File: src/rtl/dq_pkg.sv
// Shared types, codes and widths for the double-ended queue.
package dq_pkg;

   localparam int unsigned DEPTH_DEFAULT = 16;

   localparam int unsigned REQ_TYPE_W    = 3;
   localparam int unsigned VALUE_W       = 32;
   localparam int unsigned STATUS_W      = 2;
   localparam int unsigned ENTRY_COUNT_W = 5;
   localparam int unsigned OP_W          = 4;

   // request kinds
   localparam logic [REQ_TYPE_W-1:0] REQ_PUSH_FRONT = 3'd0;
   localparam logic [REQ_TYPE_W-1:0] REQ_PUSH_BACK  = 3'd1;
   localparam logic [REQ_TYPE_W-1:0] REQ_POP_FRONT  = 3'd2;
   localparam logic [REQ_TYPE_W-1:0] REQ_POP_BACK   = 3'd3;
   localparam logic [REQ_TYPE_W-1:0] REQ_LIST       = 3'd4;
   localparam logic [REQ_TYPE_W-1:0] REQ_CLEAR      = 3'd5;

   // result status
   localparam logic [STATUS_W-1:0] ST_OK    = 2'd0;
   localparam logic [STATUS_W-1:0] ST_EMPTY = 2'd1;
   localparam logic [STATUS_W-1:0] ST_FULL  = 2'd2;

   // datapath operations
   localparam logic [OP_W-1:0] OP_IDLE         = 4'd0;
   localparam logic [OP_W-1:0] OP_PUSH_FRONT   = 4'd1;
   localparam logic [OP_W-1:0] OP_PUSH_BACK    = 4'd2;
   localparam logic [OP_W-1:0] OP_POP_FRONT    = 4'd3;
   localparam logic [OP_W-1:0] OP_POP_BACK     = 4'd4;
   localparam logic [OP_W-1:0] OP_LIST_FIRST   = 4'd5;
   localparam logic [OP_W-1:0] OP_LIST_NEXT    = 4'd6;
   localparam logic [OP_W-1:0] OP_CLEAR        = 4'd7;
   localparam logic [OP_W-1:0] OP_STATUS       = 4'd8;
   localparam logic [OP_W-1:0] OP_CAPTURE_POP  = 4'd9;
   localparam logic [OP_W-1:0] OP_CAPTURE_LIST = 4'd10;

   typedef struct packed {
      logic [REQ_TYPE_W-1:0]     req_type;
      logic signed [VALUE_W-1:0] push_value;
   } req_word_type;

   typedef struct packed {
      logic signed [VALUE_W-1:0]   out_value;
      logic [STATUS_W-1:0]         status;
      logic [ENTRY_COUNT_W-1:0]    entry_count;
      logic                        last_of_run;
   } rsp_word_type;

   typedef struct packed {
      logic [OP_W-1:0]     op;
      logic [STATUS_W-1:0] status;
   } dq_cmd_type;

   typedef struct packed {
      logic empty;
      logic full;
      logic rsp_last;
   } dq_stat_type;

endpackage

File: src/rtl/dq_datapath.sv
// Entry store, front pointer, fill count and result register of the queue.
module dq_datapath
   import dq_pkg::*;
#(
   parameter int unsigned DEPTH = DEPTH_DEFAULT
) (
   input  logic                      clock,
   input  logic                      reset,
   input  dq_cmd_type                cmd,
   input  logic signed [VALUE_W-1:0] push_value,
   output dq_stat_type               stat,
   output rsp_word_type              rsp_word
);

   localparam int unsigned POS_W = $clog2(DEPTH);
   localparam int unsigned CNT_W = $clog2(DEPTH + 1);
   localparam int unsigned SUM_W = CNT_W + 1;

   logic signed [VALUE_W-1:0] mem [DEPTH];

   logic [POS_W-1:0]          front_ff, front_in;
   logic [CNT_W-1:0]          count_ff, count_in;
   logic [CNT_W-1:0]          idx_ff, idx_in;
   rsp_word_type              rsp_ff, rsp_in;
   logic signed [VALUE_W-1:0] rd_data_ff;

   logic                      wr_en;
   logic [POS_W-1:0]          wr_addr;
   logic [POS_W-1:0]          rd_addr;
   logic [POS_W-1:0]          front_inc, front_dec;
   logic                      load;
   logic signed [VALUE_W-1:0] load_value;
   logic [STATUS_W-1:0]       load_status;
   logic                      load_last;

   // ring position of the entry 'off' places behind the front
   function automatic logic [POS_W-1:0] slot_of(input logic [POS_W-1:0] base,
                                                input logic [CNT_W-1:0] off);
      logic [SUM_W-1:0] sum;
      sum = SUM_W'(base) + SUM_W'(off);
      if (sum >= SUM_W'(DEPTH)) begin
         sum = sum - SUM_W'(DEPTH);
      end
      return sum[POS_W-1:0];
   endfunction

   assign front_inc = (front_ff == POS_W'(DEPTH - 1)) ? '0 : front_ff + POS_W'(1);
   assign front_dec = (front_ff == '0) ? POS_W'(DEPTH - 1) : front_ff - POS_W'(1);

   always_comb begin
      front_in    = front_ff;
      count_in    = count_ff;
      idx_in      = idx_ff;
      wr_en       = 1'b0;
      wr_addr     = front_dec;
      rd_addr     = front_ff;
      load        = 1'b0;
      load_value  = '0;
      load_status = ST_OK;
      load_last   = 1'b1;
      unique case (cmd.op)
         OP_PUSH_FRONT: begin
            wr_en     = 1'b1;
            wr_addr   = front_dec;
            front_in  = front_dec;
            count_in  = count_ff + CNT_W'(1);
            load      = 1'b1;
         end
         OP_PUSH_BACK: begin
            wr_en     = 1'b1;
            wr_addr   = slot_of(front_ff, count_ff);
            count_in  = count_ff + CNT_W'(1);
            load      = 1'b1;
         end
         OP_POP_FRONT: begin
            rd_addr   = front_ff;
            front_in  = front_inc;
            count_in  = count_ff - CNT_W'(1);
         end
         OP_POP_BACK: begin
            rd_addr   = slot_of(front_ff, count_ff - CNT_W'(1));
            count_in  = count_ff - CNT_W'(1);
         end
         OP_LIST_FIRST: begin
            rd_addr   = front_ff;
            idx_in    = '0;
         end
         OP_LIST_NEXT: begin
            rd_addr   = slot_of(front_ff, idx_ff + CNT_W'(1));
            idx_in    = idx_ff + CNT_W'(1);
         end
         OP_CLEAR: begin
            front_in  = '0;
            count_in  = '0;
            load      = 1'b1;
         end
         OP_STATUS: begin
            load        = 1'b1;
            load_status = cmd.status;
         end
         OP_CAPTURE_POP: begin
            load       = 1'b1;
            load_value = rd_data_ff;
         end
         OP_CAPTURE_LIST: begin
            load       = 1'b1;
            load_value = rd_data_ff;
            load_last  = (idx_ff + CNT_W'(1)) == count_ff;
         end
         default: begin
         end
      endcase

      rsp_in = rsp_ff;
      if (load) begin
         rsp_in.out_value   = load_value;
         rsp_in.status      = load_status;
         rsp_in.entry_count = ENTRY_COUNT_W'(count_in);
         rsp_in.last_of_run = load_last;
      end
   end

   always_ff @(posedge clock) begin
      if (reset) begin
         front_ff <= '0;
         count_ff <= '0;
         idx_ff   <= '0;
      end else begin
         front_ff <= front_in;
         count_ff <= count_in;
         idx_ff   <= idx_in;
      end
   end

   always_ff @(posedge clock) begin
      rsp_ff <= rsp_in;
   end

   always_ff @(posedge clock) begin
      if (wr_en) begin
         mem[wr_addr] <= push_value;
      end
      rd_data_ff <= mem[rd_addr];
   end

   assign stat.empty    = (count_ff == '0);
   assign stat.full     = (count_ff == CNT_W'(DEPTH));
   assign stat.rsp_last = rsp_ff.last_of_run;
   assign rsp_word      = rsp_ff;

`ifndef SYNTHESIS
   a_count_bound: assert property (@(posedge clock) disable iff (reset)
      count_ff <= CNT_W'(DEPTH))
      else $error("entry count above depth");

   a_front_bound: assert property (@(posedge clock) disable iff (reset)
      front_ff <= POS_W'(DEPTH - 1))
      else $error("front pointer outside ring");

   a_push_grows: assert property (@(posedge clock) disable iff (reset)
      (cmd.op == OP_PUSH_FRONT || cmd.op == OP_PUSH_BACK)
      |=> count_ff == $past(count_ff) + CNT_W'(1))
      else $error("push did not add one entry");

   a_list_nonempty: assert property (@(posedge clock) disable iff (reset)
      (cmd.op == OP_CAPTURE_LIST) |-> count_ff != '0)
      else $error("listing word captured from empty queue");
`endif

endmodule

File: src/rtl/dq_ctrl.sv
// Request sequencer: decodes requests, steps listings, runs the handshakes.
module dq_ctrl
   import dq_pkg::*;
(
   input  logic                  clock,
   input  logic                  reset,
   input  logic                  req_valid,
   output logic                  req_ready,
   input  logic [REQ_TYPE_W-1:0] req_type,
   output logic                  rsp_valid,
   input  logic                  rsp_ready,
   input  dq_stat_type           stat,
   output dq_cmd_type            cmd
);

   localparam logic [1:0] S_IDLE = 2'd0;
   localparam logic [1:0] S_READ = 2'd1;
   localparam logic [1:0] S_RESP = 2'd2;

   logic [1:0] state_ff, state_in;
   logic       list_ff, list_in;

   assign req_ready = (state_ff == S_IDLE);
   assign rsp_valid = (state_ff == S_RESP);

   always_comb begin
      state_in   = state_ff;
      list_in    = list_ff;
      cmd.op     = OP_IDLE;
      cmd.status = ST_OK;
      unique case (state_ff)
         S_IDLE: begin
            if (req_valid) begin
               state_in = S_RESP;
               list_in  = 1'b0;
               unique case (req_type)
                  REQ_PUSH_FRONT: begin
                     cmd.op     = stat.full ? OP_STATUS : OP_PUSH_FRONT;
                     cmd.status = stat.full ? ST_FULL : ST_OK;
                  end
                  REQ_PUSH_BACK: begin
                     cmd.op     = stat.full ? OP_STATUS : OP_PUSH_BACK;
                     cmd.status = stat.full ? ST_FULL : ST_OK;
                  end
                  REQ_POP_FRONT: begin
                     cmd.op     = stat.empty ? OP_STATUS : OP_POP_FRONT;
                     cmd.status = stat.empty ? ST_EMPTY : ST_OK;
                     state_in   = stat.empty ? S_RESP : S_READ;
                  end
                  REQ_POP_BACK: begin
                     cmd.op     = stat.empty ? OP_STATUS : OP_POP_BACK;
                     cmd.status = stat.empty ? ST_EMPTY : ST_OK;
                     state_in   = stat.empty ? S_RESP : S_READ;
                  end
                  REQ_LIST: begin
                     cmd.op     = stat.empty ? OP_STATUS : OP_LIST_FIRST;
                     cmd.status = stat.empty ? ST_EMPTY : ST_OK;
                     state_in   = stat.empty ? S_RESP : S_READ;
                     list_in    = 1'b1;
                  end
                  REQ_CLEAR: begin
                     cmd.op = OP_CLEAR;
                  end
                  default: begin
                     cmd.op = OP_STATUS;
                  end
               endcase
            end
         end
         S_READ: begin
            // store read data is registered, so it is valid in the cycle after the address
            cmd.op   = list_ff ? OP_CAPTURE_LIST : OP_CAPTURE_POP;
            state_in = S_RESP;
         end
         S_RESP: begin
            if (rsp_ready) begin
               if (stat.rsp_last) begin
                  state_in = S_IDLE;
               end else begin
                  cmd.op   = OP_LIST_NEXT;
                  state_in = S_READ;
               end
            end
         end
         default: begin
            state_in = S_IDLE;
         end
      endcase
   end

   always_ff @(posedge clock) begin
      if (reset) begin
         state_ff <= S_IDLE;
         list_ff  <= 1'b0;
      end else begin
         state_ff <= state_in;
         list_ff  <= list_in;
      end
   end

endmodule

File: src/rtl/double_ended_queue_core.sv
// Top level of the bounded double-ended queue.
//
//   port group   dir   payload          accepted when
//   req_         in    req_word_type    req_valid && req_ready
//   rsp_         out   rsp_word_type    rsp_valid && rsp_ready
//
// Push, clear and rejected requests: accepted, result word in the next cycle.
// Pops: an extra S_READ state for the registered entry store read.
// Listing: per entry a store read (S_READ), then a word handoff (S_RESP) that waits for rsp_ready.
// One request at a time; req_ready drops until its last word is taken.
// Reset clears front pointer and count synchronously; the store is not cleared.
module double_ended_queue_core
   import dq_pkg::*;
#(
   parameter int unsigned DEPTH = DEPTH_DEFAULT
) (
   input  logic         clock,
   input  logic         reset,
   input  logic         req_valid,
   output logic         req_ready,
   input  req_word_type req_word,
   output logic         rsp_valid,
   input  logic         rsp_ready,
   output rsp_word_type rsp_word
);

   dq_cmd_type  cmd;
   dq_stat_type stat;

   dq_ctrl u_ctrl (
      .clock     (clock),
      .reset     (reset),
      .req_valid (req_valid),
      .req_ready (req_ready),
      .req_type  (req_word.req_type),
      .rsp_valid (rsp_valid),
      .rsp_ready (rsp_ready),
      .stat      (stat),
      .cmd       (cmd)
   );

   dq_datapath #(
      .DEPTH (DEPTH)
   ) u_datapath (
      .clock      (clock),
      .reset      (reset),
      .cmd        (cmd),
      .push_value (req_word.push_value),
      .stat       (stat),
      .rsp_word   (rsp_word)
   );

endmodule

File: config.mk
export PLATFORM = sky130hd
export DESIGN_NAME = double_ended_queue_core
export DESIGN_NICKNAME = d
export VERILOG_FILES = /design/src/rtl/dq_pkg.sv /design/src/rtl/dq_datapath.sv /design/src/rtl/dq_ctrl.sv /design/src/rtl/double_ended_queue_core.sv
export SDC_FILE = /design/constraint.sdc
export NUM_CORES = 1
export LEC_CHECK = 0
export ABC_CLOCK_PERIOD_IN_PS = 11600
export BUFFER_PORTS_ARGS = -buffer_cell sky130_fd_sc_hd__buf_2
export CAP_MARGIN = 20
export CORE_ASPECT_RATIO = 1.4
export CORE_MARGIN = 2
export CORE_UTILIZATION = 40
export CTS_CLUSTER_DIAMETER = 40
export DETAILED_ROUTE_END_ITERATION = 16
export GPL_TIMING_DRIVEN = 0
export SYNTH_ARGS = -nofsm -noshare
export SYNTH_HDL_FRONTEND = slang
export SYNTH_SLANG_ARGS = --single-unit
File: constraint.sdc
create_clock -name clock -period 11.6 [get_ports clock]
set_input_delay 1.74 -clock clock [delete_from_list [all_inputs] [get_ports clock]]
set_output_delay 1.74 -clock clock [all_outputs]
set_load 0.005 [all_outputs]
After elaboration in Yosys (flattened, before gate mapping)

Memories as Yosys holds them, arrays and structs flattened. A register that Yosys moved wholly into a read port is not among the register bits.
Cells that the tools add are included.

$add $sub $neg: 11
$lt $le $gt $ge: 3
Equal/unequal tests: 22
Muxes and demuxes: 35
Reductions and logical operators: 15

Operators by type and width:

| operator            | count |
|---|---|
| $mux 4              | 12 |
| $pmux 4 s3          | 2 |
| $pmux 4 s6          | 1 |
| $add 4x5->6         | 3 |
| $ge 6x5->1 const B  | 3 |
| $eq 4x3->1 const B  | 4 |
| $eq 4x4->1 const B  | 4 |
| $sub 4x1->4 const B | 4 |
| $pmux 5 s3          | 1 |
| $mux 2              | 6 |
| $add 5x1->5 const B | 2 |
| $pmux 5 s2          | 1 |
| $eq 4x2->1 const B  | 2 |
| $pmux 4 s2          | 1 |
| $reduce_or 2->1     | 4 |
| $mux 1              | 7 |
| $eq 3x2->1 const B  | 2 |
| $eq 3x3->1 const B  | 2 |
| $mux 6              | 1 |
| $pmux 2 s3          | 1 |
| $reduce_or 6->1     | 1 |
| $eq 5x5->1          | 1 |
| $eq 5x5->1 const B  | 1 |
| $logic_not 5->1     | 1 |
| 18 further kinds    | 19 |

Register bits after elaboration: 57
Memory bits (writable): 512
Input port bits: 39
Word-level logic and storage cells: 96
Memories kept: 1

Memories:

| memory         | words | bits a word | rd ports | clocked after Yosys merged registers in | write ports | RTL line          | RTL |
|---|---|---|---|---|---|---|---|
| u_datapath.mem | 16    | 32          | 1        | 1                                       | 1           | dq_datapath.sv:19 | `logic signed [VALUE_W-1:0] mem [DEPTH];` |

Longest topological paths before layout

Depth after elaboration: 10
Mapped depth: 17

Cells and area by module

Synthesis repeated with hierarchy kept, for this count alone.

Cell total of the unflattened synthesis: 1817
Area, all modules: 24071.8 um^2

By module, submodules not included:

| module      | instances | cells each | area each (um^2) | seq. area each (um^2) |
|---|---|---|---|---|
| dq_datapath | 1         | 1767       | 23682.7          | 17496.8 |
| dq_ctrl     | 1         | 50         | 389.1            | 60.1 |

Least setup slack after synthesis

Ideal clock, no wire load.

Path kind: input to register
From: input port req_valid
To: memory u_datapath.mem[12][0] (enable)
Setup time: 421 ps
Data arrival time: 5076 ps
Required time: 11179 ps
Setup slack: 6103 ps
Stages on the path: 8
Buffers on the path: 1
Cells stage by stage: or3b_2 -> a21oi_1 -> a32oi_1 -> or3_1 -> a211oi_1 -> buf_2 -> o21ai_0 -> nor2_1

Longest elaborated chain between the ends: 7

Ends and longest elaborated chain:

| element                                  | RTL line                      | RTL |
|---|---|---|
| start: declaration                       | double_ended_queue_core.sv:19 | `input logic req_valid,` |
| $mux 6 *                                 | dq_ctrl.sv:33                 | `if (req_valid) begin` |
| $pmux 4 s3 *                             | dq_ctrl.sv:31                 | `unique case (state_ff)` |
| $eq 4x1->1 or $eq 4x2->1 (tied branches) | dq_datapath.sv:61             | `unique case (cmd.op)` |
| $reduce_or 2->1 (no source line)         | n/a                           |  |
| $mux 1                                   | dq_datapath.sv:61             |  |
| $mux 1                                   | dq_datapath.sv:140            | `if (wr_en) begin` |
| $mux 1 (implied by the code)             | dq_datapath.sv:141            | `mem[wr_addr] <= push_value;` |
| end: declaration                         | dq_datapath.sv:19             |  |

Mark *: on every way between the ends. The rest lies on a longest branch, timed or not.

Worst setup path after layout

From: input port rsp_ready
To: register u_datapath.rd_data_ff[22], read port of u_datapath.mem

Longest elaborated chain between the ends: 4

Ends and longest elaborated chain:

| element            | RTL line                      | RTL |
|---|---|---|
| start: declaration | double_ended_queue_core.sv:23 | `input logic rsp_ready,` |
| $mux 4 *           | dq_ctrl.sv:76                 | `if (rsp_ready) begin` |
| $pmux 4 s3 *       | dq_ctrl.sv:31                 |  |
| $eq 4x3->1         | dq_datapath.sv:61             |  |
| $pmux 4 s2 *       | dq_datapath.sv:61             |  |
| end: declaration   | dq_datapath.sv:25             | `logic signed [VALUE_W-1:0] rd_data_ff;` |

Marked as above.
A chain may end at the register's enable or synchronous reset.

==> impl_metrics.ini <==
[clock_tree]
clk_latency_ps = 640
cts_buffers = 57
clkTransAtPathRegs_ps = 60
post_cts_buffers = 0
cts_root_buf = clkbuf_16
cts.sinks = 601
htree_num_levels = 2
cts_tree = built
cts_resized = 0
ctsHoldBuffers = 0
clockBufferDepth = 3

[synthesis]
synth-async-reset-ratio = 0
syn-num-nets = 1660
synth.distinct_cells = 62
ys_ff_latch = 601
syn-cell-area_um2 = 23900
synthCells = 1607
synth_top_area_share = 0.695
avgSynthCellArea_um2 = 14.8
ys_top_cells_by_area = edfxtp_1, dfxtp_1, mux2i_1
synth_warnings = 0
synth_most_common_cell = edfxtp_1
synthFlopType = edfxtp_1
ys_seq_area_frac = 0.736
yosysTopAreaCell = edfxtp_1
synth-edff-count = 552
synthTopCellsByCount = edfxtp_1, nand2_1, a21oi_1, mux2i_1, clkbuf_1

[routing]
ant_nets = 0
drc = 0
first_iter_violations = 1348
wirelength_um = 62700
drtPass1Iterations = 5
via_per_inst = 5.66
vias = 14500
wl_per_cell_um = 24.5

[power]
fin_total_pwr_mw = 5.36
max-vdd-ir-drop_v = 0.000112
power_switching_mw = 1.47
combPwrFrac = 0.167
switching_share = 0.275
p_leak_nw = 9.88
power_density_nw_per_um2 = 194
clkPwrFrac = 0.358
sequentialPowerShare = 0.475
internal_power_mw = 3.89

[setup_path]
required_ps = 12140
criticalPathCategory = input pin to flip-flop
rrSetupSlack_ps = 6050
crit_fanout = 10
cp.arrival_ps = 6750
end_kind = flip-flop
worst_setup_path_start_kind = input pin

[die]
die_w_um = 210
dieArea_um2 = 61700
io_pins = 81
std_cell_rows = 105
core_um2 = 58900
initial_core_util = 0.405
die_h_um = 293

[timing]
hold_ws_ps = 502
slew_headroom = 0.297
setup_viol = 0
worst_pin_slew_ps = 1050
rsz0062_at_grt = no
timing.final.max_slew_violations = 0
tns_ps = 0
skew_ps = 31.3
hold_viol = 0
fin_crit_sh = 0.535
fmax_mhz = 161
period_needed_ps = 6210

[global_route]
grt_max_degree = 30
grt_pass1_wl_um = 92200
grt.overflow.total = 0
grt_pass1_vias = 14700
grt_use_total = 0.203
grt_antenna_before_repair = 1

[cells_and_area]
syn2layout_area_growth_pct = 16.0
drive_gt1_frac = 0.134
final_nets = 1817
final_area_um2 = 27700

[placement]
dp_hpwl_um = 42300
io_buffers = 77
dpl_cell_area_um2 = 25700
gp_congestion = 0.845

[worst_hold_path]
hp-class = flip-flop to flip-flop

[run]
cap_violations = 0

[outcome]
outcome = complete, no violations
## final timing paths
kind,startpoint,end,depth (start not counted)
setup reg to reg,u_ctrl.state_ff[1],u_datapath.rd_data_ff[22],15
hold reg to reg,u_datapath.rd_data_ff[11],u_datapath.rsp_word[19],1
hold / removal,u_datapath.rd_data_ff[11],u_datapath.rsp_word[19],1
setup / recovery,rsp_ready,u_datapath.rd_data_ff[22],15
## through the flow
step	setup WS, ps	cells	utilization
after floorplan	6100	1607	-
final	5390	2563	0.470
after CTS	5450	2561	0.470
after detailed placement	4820	2453	0.437
after global routing	5170	2562	0.470
after global placement	3760	2433	0.428
## cell type report
| type | count | area, µm² |
|---|---|---|
| antenna | 1 | 2.50 |
| buffer | 106 | 469 |
| clock buffer | 77 | 1680 |
| clock inverter | 31 | 295 |
| fill | 5002 | 31200 |
| inverter | 13 | 48.8 |
| multi-input combinational | 887 | 5910 |
| sequential | 601 | 17600 |
| tap | 749 | 937 |
| timing repair buffer | 98 | 783 |
## placed cells by master, fill, tap and decap left out, types with 10 or more instances in the layout
master     count
edfxtp_1     552
nand2_1      204
a21oi_1      151
buf_2         96
clkbuf_1      83
mux2i_1       80
a22oi_1       63
clkbuf_16     63
and2_1        49
dfxtp_1       49
a211oi_1      38
a221o_1       32
a32o_1        31
a2111oi_1     29
nor2_1        22
and2_0        21
o21ai_0       16
nor2_4        16
inv_1         13
clkinv_2      13
xnor2_1       12
ha_1          12
buf_12        12
buf_1         10
nand3_1       10
a31oi_1       10
## per-layer routing
layer  vias to the layer above  track usage  part of all wire
li1                       6546            -                 -
met1                      7311        0.235              0.38
met2                       502        0.375              0.53
met3                       160       0.0273             0.050
met4                         0       0.0850             0.040
met5                         -            0                 0
## cell families after synthesis
family                     after synthesis  synth area share
AOI/OAI and AO/OA                      407             0.121
xor gates and xnor gates                18           0.00661
adders and majority gates               14           0.00797
buffers and inverters                  119            0.0217
DFF                                    601             0.736
muxes                                   85            0.0368
and+or+nand+nor                        363            0.0703
## power groups by stage
stage	logic [mW]	registers (mW)	clock network [mW]
after CTS	0.908	2.55	1.95
final	0.897	2.55	1.92
after detailed placement	0.903	2.60	0
after global routing	0.967	2.56	2.04
after global placement	0.854	2.60	0
after floorplan	0.514	2.60	0
## critical path, cell delays in order
cell and delay (ps):
buf_2 100, nor4bb_1 610, buf_2 350, buf_1 330, nand2_1 120, o21ai_0 150, ha_1 300, a21o_1 200
a21o_1 180, a211o_1 210, and3_1 170, xnor2_1 760, nor2b_1 510, clkbuf_1 620, a221o_1 400
## flip-flops by register name, indices dropped and copies added, names as in the netlist
name and count:
u_datapath.count_ff 5, u_datapath.rd_data_ff 32, u_datapath.mem 512, u_ctrl.state_ff 2
u_datapath.rsp_word 40, u_datapath.front_ff 4, u_ctrl.list_ff 1, u_datapath.idx_ff 5
Power figures use the tool's default switching activity.
